[src/hw/rtl/cawf_pkg.sv]
// ----------------------------------------------------------------------------
// cawf_pkg
// Types and constants shared by the 8/16-bit ALU with flags.
// ----------------------------------------------------------------------------
`default_nettype none

package cawf_pkg;

  typedef enum logic [4:0] {
    OP_ADD    = 5'd0,
    OP_ADC    = 5'd1,
    OP_SUB    = 5'd2,
    OP_SBC    = 5'd3,
    OP_AND    = 5'd4,
    OP_XOR    = 5'd5,
    OP_OR     = 5'd6,
    OP_CP     = 5'd7,
    OP_INC8   = 5'd8,
    OP_DEC8   = 5'd9,
    OP_DAA    = 5'd10,
    OP_CPL    = 5'd11,
    OP_SCF    = 5'd12,
    OP_CCF    = 5'd13,
    OP_INC16  = 5'd14,
    OP_DEC16  = 5'd15,
    OP_ADD16  = 5'd16,
    OP_ADDSPE = 5'd17
  } op_t;

  localparam logic [3:0] DAA_LO_LIMIT = 4'h9;
  localparam logic [7:0] DAA_HI_LIMIT = 8'h99;
  localparam logic [7:0] DAA_LO_ADJ   = 8'h06;
  localparam logic [7:0] DAA_HI_ADJ   = 8'h60;

  typedef struct packed {
    logic [4:0]  op;
    logic [15:0] operand_a;
    logic [15:0] operand_b;
    logic        zero_in;
    logic        subtract_in;
    logic        half_in;
    logic        cflag_in;
  } in_t;

  typedef struct packed {
    logic [15:0] result;
    logic        zero_out;
    logic        subtract_out;
    logic        half_out;
    logic        carry_out;
  } out_t;

endpackage

`default_nettype wire

[src/hw/rtl/cawf_stage.sv]
// ----------------------------------------------------------------------------
// cawf_stage
// One pipeline register with valid/stall handshake on both sides.
// ----------------------------------------------------------------------------
`default_nettype none

module cawf_stage #(
  parameter type T = logic
) (
  input  wire logic clk,
  input  wire logic rst_n,
  input  wire logic in_valid,
  output      logic in_stall,
  input  wire T     in_data,
  output      logic out_valid,
  input  wire logic out_stall,
  output      T     out_data
);

  logic valid_r;
  logic valid_nxt;
  T     data_r;

  assign in_stall  = valid_r && out_stall;
  assign valid_nxt = in_stall ? valid_r : in_valid;

  always_ff @(posedge clk) begin
    if (!rst_n) begin
      valid_r <= 1'b0;
    end else begin
      valid_r <= valid_nxt;
    end
  end

  // hold while stalled or without valid input, load otherwise
  always_ff @(posedge clk) begin
    if (!in_stall && in_valid) begin
      data_r <= in_data;
    end
  end

  assign out_valid = valid_r;
  assign out_data  = data_r;

endmodule

`default_nettype wire

[src/hw/rtl/cawf_alu.sv]
// ----------------------------------------------------------------------------
// cawf_alu
// Combinational ALU: result and Z/N/H/C flags for one operation.
// ----------------------------------------------------------------------------
`default_nettype none

module cawf_alu
  import cawf_pkg::*;
(
  input  wire in_t  op_in,
  output      out_t op_out
);

  logic [7:0]  a;
  logic [7:0]  b;
  logic        cin;
  logic [8:0]  sum9;
  logic [4:0]  sum_lo;
  logic [8:0]  diff9;
  logic [4:0]  diff_lo;
  logic [7:0]  inc8;
  logic [7:0]  dec8;
  logic [7:0]  daa_adj;
  logic        daa_c;
  logic [7:0]  daa_res;
  logic [16:0] add16;
  logic [12:0] add16_lo;
  logic [15:0] spe;
  logic [4:0]  spe_lo;
  logic [8:0]  spe_byte;
  logic [7:0]  r8;

  assign a   = op_in.operand_a[7:0];
  assign b   = op_in.operand_b[7:0];
  assign cin = ((op_in.op == OP_ADC) || (op_in.op == OP_SBC)) ? op_in.cflag_in : 1'b0;

  assign sum9    = {1'b0, a} + {1'b0, b} + {8'd0, cin};
  assign sum_lo  = {1'b0, a[3:0]} + {1'b0, b[3:0]} + {4'd0, cin};
  assign diff9   = {1'b0, a} - {1'b0, b} - {8'd0, cin};
  assign diff_lo = {1'b0, a[3:0]} - {1'b0, b[3:0]} - {4'd0, cin};
  assign inc8    = a + 8'd1;
  assign dec8    = a - 8'd1;

  always_comb begin
    daa_adj = 8'd0;
    daa_c   = 1'b0;
    if ((!op_in.subtract_in && (a[3:0] > DAA_LO_LIMIT)) || op_in.half_in) begin
      daa_adj = daa_adj | DAA_LO_ADJ;
    end
    if ((!op_in.subtract_in && (a > DAA_HI_LIMIT)) || op_in.cflag_in) begin
      daa_adj = daa_adj | DAA_HI_ADJ;
      daa_c   = 1'b1;
    end
  end

  assign daa_res  = op_in.subtract_in ? (a - daa_adj) : (a + daa_adj);
  assign add16    = {1'b0, op_in.operand_a} + {1'b0, op_in.operand_b};
  assign add16_lo = {1'b0, op_in.operand_a[11:0]} + {1'b0, op_in.operand_b[11:0]};
  assign spe      = op_in.operand_a + {{8{b[7]}}, b};
  assign spe_lo   = {1'b0, op_in.operand_a[3:0]} + {1'b0, b[3:0]};
  assign spe_byte = {1'b0, op_in.operand_a[7:0]} + {1'b0, b};

  always_comb begin
    op_out.result       = op_in.operand_a;
    op_out.zero_out     = op_in.zero_in;
    op_out.subtract_out = op_in.subtract_in;
    op_out.half_out     = op_in.half_in;
    op_out.carry_out    = op_in.cflag_in;
    r8                  = 8'd0;
    unique case (op_in.op)
      OP_ADD, OP_ADC: begin
        r8                  = sum9[7:0];
        op_out.result       = {8'd0, r8};
        op_out.zero_out     = (r8 == 8'd0);
        op_out.subtract_out = 1'b0;
        op_out.half_out     = sum_lo[4];
        op_out.carry_out    = sum9[8];
      end
      OP_SUB, OP_SBC, OP_CP: begin
        r8                  = diff9[7:0];
        op_out.result       = (op_in.op == OP_CP) ? {8'd0, a} : {8'd0, r8};
        op_out.zero_out     = (r8 == 8'd0);
        op_out.subtract_out = 1'b1;
        op_out.half_out     = diff_lo[4];
        op_out.carry_out    = diff9[8];
      end
      OP_AND, OP_XOR, OP_OR: begin
        if (op_in.op == OP_AND) begin
          r8 = a & b;
        end else if (op_in.op == OP_XOR) begin
          r8 = a ^ b;
        end else begin
          r8 = a | b;
        end
        op_out.result       = {8'd0, r8};
        op_out.zero_out     = (r8 == 8'd0);
        op_out.subtract_out = 1'b0;
        op_out.half_out     = (op_in.op == OP_AND);
        op_out.carry_out    = 1'b0;
      end
      OP_INC8: begin
        r8                  = inc8;
        op_out.result       = {8'd0, r8};
        op_out.zero_out     = (r8 == 8'd0);
        op_out.subtract_out = 1'b0;
        op_out.half_out     = (r8[3:0] == 4'h0);
      end
      OP_DEC8: begin
        r8                  = dec8;
        op_out.result       = {8'd0, r8};
        op_out.zero_out     = (r8 == 8'd0);
        op_out.subtract_out = 1'b1;
        op_out.half_out     = (r8[3:0] == 4'hF);
      end
      OP_DAA: begin
        r8               = daa_res;
        op_out.result    = {8'd0, r8};
        op_out.zero_out  = (r8 == 8'd0);
        op_out.half_out  = 1'b0;
        op_out.carry_out = daa_c;
      end
      OP_CPL: begin
        r8                  = ~a;
        op_out.result       = {8'd0, r8};
        op_out.subtract_out = 1'b1;
        op_out.half_out     = 1'b1;
      end
      OP_SCF, OP_CCF: begin
        op_out.result       = {8'd0, a};
        op_out.subtract_out = 1'b0;
        op_out.half_out     = 1'b0;
        op_out.carry_out    = (op_in.op == OP_SCF) ? 1'b1 : ~op_in.cflag_in;
      end
      OP_INC16: begin
        op_out.result = op_in.operand_a + 16'd1;
      end
      OP_DEC16: begin
        op_out.result = op_in.operand_a - 16'd1;
      end
      OP_ADD16: begin
        op_out.result       = add16[15:0];
        op_out.subtract_out = 1'b0;
        op_out.half_out     = add16_lo[12];
        op_out.carry_out    = add16[16];
      end
      OP_ADDSPE: begin
        op_out.result       = spe;
        op_out.zero_out     = 1'b0;
        op_out.subtract_out = 1'b0;
        op_out.half_out     = spe_lo[4];
        op_out.carry_out    = spe_byte[8];
      end
      default: begin
        op_out.result = op_in.operand_a;
      end
    endcase
  end

endmodule

`default_nettype wire

[src/hw/rtl/cpu_alu_with_flags.sv]
// ----------------------------------------------------------------------------
// cpu_alu_with_flags
// 8/16-bit CPU ALU with Z/N/H/C flags, DAA and 16-bit pointer arithmetic.
//
//   channel  ports                         payload
//   input    in_valid, in_stall, in_data   in_t  (op, operands, flags)
//   result   out_valid, out_stall, out_data out_t (result, new flags)
//
// One item per cycle sustained while out_stall stays low; each beat passes
// through the input register, the ALU logic and the result register before
// it shows on out_valid.
// Synchronous active-low reset empties both registers.
// A stalled result holds; the input register still takes a beat while empty.
// ----------------------------------------------------------------------------
`default_nettype none

module cpu_alu_with_flags
  import cawf_pkg::*;
(
  input  wire logic clk,
  input  wire logic rst_n,
  input  wire logic in_valid,
  output      logic in_stall,
  input  wire in_t  in_data,
  output      logic out_valid,
  input  wire logic out_stall,
  output      out_t out_data
);

  logic mid_valid;
  logic mid_stall;
  in_t  mid_data;
  out_t alu_data;

  cawf_stage #(.T(in_t)) u_in_stage (
    .clk       (clk),
    .rst_n     (rst_n),
    .in_valid  (in_valid),
    .in_stall  (in_stall),
    .in_data   (in_data),
    .out_valid (mid_valid),
    .out_stall (mid_stall),
    .out_data  (mid_data)
  );

  cawf_alu u_alu (
    .op_in  (mid_data),
    .op_out (alu_data)
  );

  cawf_stage #(.T(out_t)) u_out_stage (
    .clk       (clk),
    .rst_n     (rst_n),
    .in_valid  (mid_valid),
    .in_stall  (mid_stall),
    .in_data   (alu_data),
    .out_valid (out_valid),
    .out_stall (out_stall),
    .out_data  (out_data)
  );

endmodule

`default_nettype wire

[config.mk]
export PLATFORM = sky130hd
export DESIGN_NAME = cpu_alu_with_flags
export DESIGN_NICKNAME = d
export VERILOG_FILES = /design/src/hw/rtl/cawf_pkg.sv /design/src/hw/rtl/cawf_stage.sv /design/src/hw/rtl/cawf_alu.sv /design/src/hw/rtl/cpu_alu_with_flags.sv
export SDC_FILE = /design/constraint.sdc
export NUM_CORES = 1
export LEC_CHECK = 0
export ABC_AREA = 0
export BUFFER_PORTS_ARGS = -buffer_cell sky130_fd_sc_hd__buf_2
export CORE_ASPECT_RATIO = 0.9
export CORE_MARGIN = 2
export CORE_UTILIZATION = 55
export CTS_BUF_LIST = sky130_fd_sc_hd__clkbuf_16
export DETAILED_ROUTE_END_ITERATION = 10
export GPL_TIMING_DRIVEN = 0
export HOLD_SLACK_MARGIN = 0.02
export PLACE_DENSITY = 0.75
export SKIP_CTS_REPAIR_TIMING = 1
export SLEW_MARGIN = 30
export SYNTH_ARGS = -nofsm -noshare
export SYNTH_HDL_FRONTEND = slang
export SYNTH_HIERARCHICAL = 1
export SYNTH_SLANG_ARGS = --single-unit
[constraint.sdc]
create_clock -name clk -period 5 [get_ports clk]
set_input_delay 0.25 -clock clk [delete_from_list [all_inputs] [get_ports clk]]
set_output_delay 0.25 -clock clk [all_outputs]
set_load 0.1 [all_outputs]
==> flow_summary.yaml, run 1 <==
logic_synthesis:
  ys_seq_area_share_pct: 29.55
  ys_warn_count: 6
  async_flop_share_pct: 0
  syn_area_um2: 6334
  synth_cells: 697
  synth_edf_count: 61
  ys_types: 81
  ys_ff_latch: 63
  avgSynthCellArea_um2: 9.087
  synth_fp_nets: 815
  synth-main-ff-cell: "edfxtp_1"
outcome:
  violations: "DRC"
  status: "complete, but fails checks"
worst_setup_path:
  start_kind: "flop"
  path_max_fanout: 11
  ff2ff_path_depth: 15
  worstPathRequired_ns: 5.18
  crit_type: "reg -> reg"
  arrival_ns: 4.92
  crit_path_end_kind: "flop"
flow_run:
  maxCapViolations: 0
placement:
  post-place-ws_ns: 0.2250
  hpwl_um: 18190
  gp_congestion: 0.9969
  place_area_um2: 6917
  io_buffer_count: 66
timing:
  min_period_ns: 4.742
  finalSetupViolCount: 0
  fin_worst_skew_ns: 0.006924
  fin_ws_ns: 0.2580
  tns_ns: 0
  tightest_slew_ns: 0.8282
  fmax_mhz: 210.9
  hold_viol: 0
  slew_violations: 0
  slew_headroom_pct: 44.20
  fin_crit_sh_pct: 94.84
  rsz0062_at_grt: "false"
cts:
  clk_root_buffer_cell: "clkbuf_16"
  tritoncts: "yes"
  clock_latency_ns: 0.35
  h-tree-depth: 3
  clk_pin_slew_ns: 0.06
  numCtsBuffers: 9
  cts_max_path_buffers: 2
  clkSinkCount: 63
layout:
  area_growth_pct: 13.75
  fin_nets: 894
  postLayoutCellArea_um2: 7204
  num_antenna_cells: 0
  drive_above_1_share_pct: 16.39
floorplanning:
  die_y_um: 105.8
  initial_core_util_pct: 55.84
  rows: 37
  fp.dieW_um: 117.1
  die_area_um2: 12390
  core_um2: 11340
  io_pins: 67
power_and_ir_drop:
  p_leak_nw: 3.015
  vdd_drop_max_v: 0.0002166
  p_per_area_nw_per_um2: 270.2
route:
  wl_per_cell_um: 25.41
  avgViaCountPerCell: 6.829
  drt_iter0_drc: 990
  drc: 1
  ant_nets: 0
  vias: 6399
  totalWireLength_um: 23810
  dr.pass1.iters: 9
global_route:
  grt_antenna_before_repair: 0
  grt_pass1_vias: 5968
  grt_pass1_wl_um: 34930
  grt_start_max_net_pins: 22
  track_usage_pct: 38.82
  grt_overflow_total: 0
min_path:
  holdCritPathClass: "in -> reg"
  whs_path_depth: 1
[per-layer routing]
metal / part of all wire, % / vias to the layer above / GRT usage, %
li1: - / 2801 / -
met5: 0 / - / 0
met3: 12 / 77 / 9.948
met1: 41 / 3025 / 54.37
met4: 3.8 / 0 / 15.80
met2: 43 / 496 / 56.69
[through the flow]
step / utilization [%] / hold WS, ns / instances / total power [W]
2_1_floorplan: - / 0.3489 / 697 / 0.001118
3_3_place_gp: 60.47 / 0.4274 / 919 / 0.001295
3_5_place_dp: 60.98 / 0.4281 / 921 / 0.001312
4_1_cts: 63.46 / 0.06563 / 937 / 0.001920
5_1_grt: 63.52 / 0.06531 / 937 / 0.002008
6_report: 63.52 / 0.07249 / 937 / 0.001947
[where the power goes]
group          internal (W)  leakage [nW]  total, W  switching, W
Clock              0.000377         0.149  0.000609      0.000232
Sequential         0.000620         0.606  0.000653     0.0000330
Combinational      0.000224          2.26  0.000684      0.000460
[critical path: stages (launching register included)]
cell,delay (ns)
edfxtp_1,0.67
buf_2,0.33
inv_1,0.27
ha_1,0.35
nor2_1,0.08
o21ai_1,0.34
o21ai_0,0.20
a31oi_1,0.35
ha_1,0.29
nand2_1,0.06
o21ai_0,0.12
ha_1,0.35
xor2_1,0.20
or4b_1,0.54
o31a_1,0.25
o2bb2ai_1,0.18
[registers in the layout, summed over array words and instances, names as in the netlist]
name,count
u_in_stage/out_data,41
u_out_stage/out_valid,1
u_in_stage/out_valid,1
u_out_stage/out_data,20
[area by class of cell]
class,count,area (µm²)
multi-input cells,571,4224
inverters,36,135.1
repair buffers,68,369.1
clock buffers,9,225.2
flip-flops and latches,63,1872
well taps,156,195.2
fillers,934,4138
clock inverters,7,56.30
plain buffers,27,127.6
[final timing paths]
| kind | endpoint | startpoint | slack [ns] |
|---|---|---|---|
| hold reg to reg | u_out_stage/out_valid | u_in_stage/out_valid | 0.53 |
| hold / removal | u_in_stage/out_data[32] | in_data[32] | 0.07 |
| setup / recovery | u_out_stage/out_data[3] | u_in_stage/out_data[21] | 0.26 |
| setup reg to reg | u_out_stage/out_data[3] | u_in_stage/out_data[21] | 0.26 |
[layout by cell type, fill, tap and decap left out, types with 18 or more instances in the layout]
cell	Yosys	routed
nand2_1	57	57
xnor2_1	42	42
o21ai_0	39	38
nor2_1	49	49
a21o_1	18	18
nand3_1	18	18
ha_1	69	69
inv_1	35	37
edfxtp_1	61	61
a21oi_1	41	41
buf_2	15	81
[cells in the mapped netlist (7+ instances only)]
cell type  instances  area share (%)
edfxtp_1          61              29
xor2_1            16             2.2
nor2b_1           12             1.2
buf_2             15             1.2
o22ai_1           12             1.2
a21o_1            18             2.1
xnor2_1           42             5.8
nor2_1            49             2.9
a22oi_1            9             1.1
mux2i_1           11             1.7
and2_1             8            0.79
inv_1             35             2.1
o221ai_1           9             1.2
clkbuf_1           8            0.47
a31oi_1           12             1.2
nand2b_1           7            0.69
ha_1              69              14
o21ai_0           39             3.1
a211oi_1           7            0.83
nand3_1           18             1.4
o21a_1             9             1.1
o211ai_1          10             1.2
nand2_1           57             3.4
nor3_1            12            0.95
a21oi_1           41             3.2
[kinds of logic after synthesis]
kind of cell | Yosys count | synth area share [%]
buffers and inverters | 63 | 4.149
and+or+nand+nor | 206 | 16.99
AOI/OAI and AO/OA | 222 | 24.48
DFF | 63 | 29.55
muxes | 12 | 1.916
adders and majority gates | 73 | 14.90
xor gates and xnor gates | 58 | 8.020
Note: power is estimated with default switching activity, not from simulation.
==> run 2, diff against run 1 <==
--- a/config.mk
+++ b/config.mk
@@ -8,11 +8,9 @@
 export ABC_AREA = 0
 export BUFFER_PORTS_ARGS = -buffer_cell sky130_fd_sc_hd__buf_2
 export CORE_ASPECT_RATIO = 0.9
-export CORE_MARGIN = 2
 export CORE_UTILIZATION = 55
 export CTS_BUF_LIST = sky130_fd_sc_hd__clkbuf_16
 export DETAILED_ROUTE_END_ITERATION = 10
-export GPL_TIMING_DRIVEN = 0
 export HOLD_SLACK_MARGIN = 0.02
 export PLACE_DENSITY = 0.75
 export SKIP_CTS_REPAIR_TIMING = 1
==> constraint.sdc (replaced) <==
create_clock -name clk -period 5.5 [get_ports clk]
set_input_delay 0.275 -clock clk [delete_from_list [all_inputs] [get_ports clk]]
set_output_delay 0.275 -clock clk [all_outputs]
set_load 0.1 [all_outputs]
==> flow_summary.yaml, run 2 (synthesis results as in run 1) <==
route:
  vias: 6082
  drt_iter0_drc: 632
  dr.pass1.iters: 6
  totalWireLength_um: 21280
  avgViaCountPerCell: 6.647
  wl_per_cell_um: 23.26
  drc: 0
  ant_nets: 0
floorplanning:
  rows: 36
  die_area_um2: 11950
  core_um2: 11040
  initial_core_util_pct: 57.39
  die_y_um: 103.8
  io_pins: 67
  fp.dieW_um: 115.1
global_route:
  grt_overflow_total: 0
  grt_pass1_vias: 5697
  grt_start_max_net_pins: 45
  grt_pass1_wl_um: 31920
  grt_antenna_before_repair: 0
  track_usage_pct: 35.99
cts:
  clk_pin_slew_ns: 0.06
  clkSinkCount: 63
  tritoncts: "yes"
  clk_root_buffer_cell: "clkbuf_16"
  clock_latency_ns: 0.34
  h-tree-depth: 3
  numCtsBuffers: 9
  cts_max_path_buffers: 2
timing:
  tns_ns: 0
  tightest_slew_ns: 1.009
  fin_ws_ns: 1.192
  fmax_mhz: 232.1
  hold_viol: 0
  fin_worst_skew_ns: 0.01426
  slew_headroom_pct: 32.41
  finalHoldWorstSlack_ns: 0.1059
  slew_violations: 0
  rsz0062_at_grt: "false"
  fin_crit_sh_pct: 78.34
  finalSetupViolCount: 0
  min_period_ns: 4.308
worst_setup_path:
  worstPathRequired_ns: 5.56
  slowest_delay_ns: 0.49
  path_buf_inv: 1
  critPathLaunch: "u_in_stage/out_data[36]"
  critical-path-top-delay-family: "compound AO/OA/AOI/OAI gates"
  crit_path_end_kind: "flop"
  slowest_stage: "edfxtp_1"
  crit_type: "reg -> reg"
  path_max_fanout: 33
  worstReg2RegStart: "u_in_stage/out_data[36]"
  arrival_ns: 4.37
  critical_path.cell_chain: "buf_4, nor2b_1, and3_1, a21o_1, ha_1, and4_1, nand2_1, o2111a_1, o31ai_4, a2111oi_0, nor3_1, mux2i_1, o211ai_1"
  start_kind: "flop"
placement:
  numPlacedInstances: 899
  hpwl_um: 16240
  io_buffer_count: 66
  gp_congestion: 1.118
  post-place-ws_ns: 1.322
layout:
  layout_commonest_cell: "ha_1"
  fill_cells: 905
  num_antenna_cells: 0
  fin_nets: 876
  layout_common_cells: "ha_1, buf_2, edfxtp_1, nand2_1, nor2_1"
  stdcell_count: 915
  drive_above_1_share_pct: 15.33
  largest_reg_flops: 41
  area_growth_pct: 12.62
  post-route-util_pct: 64.64
power_and_ir_drop:
  vdd_drop_max_v: 0.0001943
  p_per_area_nw_per_um2: 243.6
  internal_power_w: 0.001107
  power_frac_seq_pct: 33.9
  switching_share_pct: 36.27
  p_comb_share_pct: 34.7
  p_clk_share_pct: 31.4
  p_leak_nw: 2.963
  power.switching_w: 0.0006302
outcome:
  status: "finished clean"
min_path:
  hold_start: "in_data[8]"
  holdCritPathClass: "in -> reg"
flow_run:
  maxCapViolations: 0
## run 2: changes by cell type in the layout (fill, tap and decap cells not counted), sizes merged
cell / before / now
clkbuf: 17 / 9
clkinvlp: 0 / 1
clkinv: 4 / 3
buf: 87 / 77
## run 2: layout make-up
cell class,instances,area [µm²],area share (%)
sequential,63,1872,26.24
clock buffer,9,225.2,3.157
inverter,36,135.1,1.894
timing repair buffer,77,432.9,6.069
clock inverter,7,56.30,0.7893
tap,152,190.2,2.666
multi-input combinational,571,4222,59.18
## run 2: path summary, 6_finish.rpt
kind         cells past startpoint                        to  slack, ns
max                             13  u_out_stage/out_data[19]       1.19
min                              1    u_in_stage/out_data[8]       0.11
min reg2reg                      1     u_out_stage/out_valid       0.53
max reg2reg                     13  u_out_stage/out_data[19]       1.19
## run 2: worst reg2reg max path, stage by stage (launching register included)
cell and delay (ns):
edfxtp_1 0.49, buf_4 0.43, nor2b_1 0.22, and3_1 0.45, a21o_1 0.44, ha_1 0.38
and4_1 0.25, nand2_1 0.09, o2111a_1 0.27, o31ai_4 0.10, a2111oi_0 0.48, nor3_1 0.14
mux2i_1 0.18, o211ai_1 0.10
## run 2: per-layer routing
metal  track usage (%)  up-vias  wire, µm
li1                  -     2765         -
met1             51.13     2881      9124
met4             10.02        0       518
met3             11.12       47      2727
met5                 0        -         0
met2             52.24      389      8909
## run 2: per-stage QoR
step	cell area, µm²	total power [W]
2_1_floorplan	6334	0.001016
3_3_place_gp	6812	0.001169
3_5_place_dp	6847	0.001176
4_1_cts	7128	0.001722
5_1_grt	7133	0.001795
6_report	7133	0.001737
## run 2: power by group through the flow
stage | clock network, W | registers (W) | logic [W]
after floorplan | 0 | 0.000660 | 0.000356
after global placement | 0 | 0.000597 | 0.000572
after detailed placement | 0 | 0.000598 | 0.000578
after CTS | 0.000551 | 0.000589 | 0.000582
after global routing | 0.000567 | 0.000593 | 0.000635
final | 0.000545 | 0.000589 | 0.000603
==> run 3, diff against run 2 <==
==> constraint.sdc (replaced) <==
create_clock -name clk -period 4.5 [get_ports clk]
set_input_delay 0.225 -clock clk [delete_from_list [all_inputs] [get_ports clk]]
set_output_delay 0.225 -clock clk [all_outputs]
set_load 0.1 [all_outputs]
==> flow_summary.yaml, run 3 (synthesis results as in run 1) <==
layout:
  largest_reg_flops: 41
  fin_nets: 884
  post-route-util_pct: 65.36
  layout_common_cells: "ha_1, buf_2, edfxtp_1, nand2_1, nor2_1"
  layout_commonest_cell: "ha_1"
  num_antenna_cells: 0
  drive_above_1_share_pct: 16.86
  area_growth_pct: 13.89
  postLayoutCellArea_um2: 7213
worst_setup_path:
  crit_path_end_kind: "flop"
  critical_path.cell_chain: "inv_1, ha_1, nor2_1, o21ai_0, o21ai_0, a31oi_1, ha_1, nand2_1, o21ai_0, ha_1, xor2_1, or4b_1, o31a_1, o2bb2ai_1"
  slowest_stage: "or4b_1"
  arrival_ns: 4.19
  start_kind: "flop"
  slowest_delay_ns: 0.53
  worstPathRequired_ns: 4.69
  path_max_fanout: 6
  crit_type: "reg -> reg"
timing:
  min_period_ns: 3.997
  hold_viol: 0
  finalSetupViolCount: 0
  fin_crit_sh_pct: 88.83
  slew_violations: 0
  fmax_mhz: 250.2
  tightest_slew_ns: 0.7947
  tns_ns: 0
  slew_headroom_pct: 46.35
  rsz0062_at_grt: "false"
  fin_worst_skew_ns: 0.01038
route:
  wl_per_cell_um: 23.45
  vias: 6202
  ant_nets: 0
  drc: 0
  avgViaCountPerCell: 6.719
  dr.pass1.iters: 7
  drt_iter0_drc: 892
  totalWireLength_um: 21640
floorplanning:
  io_pins: 67
  rows: 36
  fp.dieW_um: 115.1
  die_y_um: 103.8
  initial_core_util_pct: 57.39
  die_area_um2: 11950
  core_um2: 11040
cts:
  tritoncts: "yes"
  h-tree-depth: 3
  clk_root_buffer_cell: "clkbuf_16"
  clock_latency_ns: 0.35
  cts_max_path_buffers: 2
  clkSinkCount: 63
  clk_pin_slew_ns: 0.06
  numCtsBuffers: 9
global_route:
  grt_start_max_net_pins: 30
  track_usage_pct: 37.46
  grt_overflow_total: 0
  grt_antenna_before_repair: 0
  grt_pass1_wl_um: 33040
  grt_pass1_vias: 5887
power_and_ir_drop:
  p_leak_nw: 3.006
  finalPower_w: 0.002171
  vdd_drop_max_v: 0.0002399
  p_per_area_nw_per_um2: 301.0
placement:
  io_buffer_count: 66
  place_area_um2: 6904
  gp_congestion: 1.028
  hpwl_um: 16240
min_path:
  holdCritPathClass: "in -> reg"
outcome:
  status: "finished clean"
flow_run:
  maxCapViolations: 0
-- run 3: cell types whose count changed in the layout (fill, tap and decap cells not counted), sizes merged --
cell,change
buf,+8
inv,-1
clkinvlp,+1
-- run 3: path summary, 6_finish.rpt --
path                                start                       to  slack [ns]  cells past startpoint
setup / recovery  u_in_stage/out_data[21]  u_out_stage/out_data[3]        0.50                     14
hold / removal                in_data[16]  u_in_stage/out_data[16]        0.04                      1
setup reg to reg  u_in_stage/out_data[21]  u_out_stage/out_data[3]        0.50                     14
hold reg to reg      u_in_stage/out_valid    u_out_stage/out_valid        0.52                      1
-- run 3: routing by layer --
layer | vias to the layer above | GRT usage (%) | part of all wire [%]
li1 | 2769 | - | -
met1 | 2913 | 52.18 | 42
met2 | 449 | 54.26 | 42
met3 | 71 | 8.719 | 12
met4 | 0 | 17.72 | 4.3
met5 | - | 0 | 0
-- run 3: critical path, delay by kind of cell, from the launching register on --
| family | cells | cell delay [ns] |
|---|---|---|
| compound gates | 6 | 1.39 |
| fa+ha+maj | 3 | 0.96 |
| simple gates | 3 | 0.65 |
| flops | 1 | 0.38 |
| buf+inv | 1 | 0.26 |
| xor+xnor | 1 | 0.20 |
-- run 3: layout make-up --
type	instances	area, µm²
multi-input combinational	571	4225
fill	922	3822
sequential	63	1872
timing repair buffer	85	493.0
clock buffer	9	225.2
tap	152	190.2
inverter	36	135.1
clock inverter	7	72.57
-- run 3: through the flow --
| stage | setup slack (ns) | hold WS (ns) | cells |
|---|---|---|---|
| floorplan | 0.8866 | 0.3239 | 697 |
| global placement | 0.7720 | 0.4014 | 906 |
| detailed placement | 0.6381 | 0.4031 | 907 |
| CTS | 0.6129 | 0.03933 | 923 |
| global route | 0.2539 | 0.03603 | 923 |
| finish | 0.5029 | 0.04482 | 923 |
-- run 3: power by group --
part / internal (W) / switching, W
Combinational: 0.000250 / 0.000493
Sequential: 0.000689 / 0.0000292
Clock: 0.000429 / 0.000282
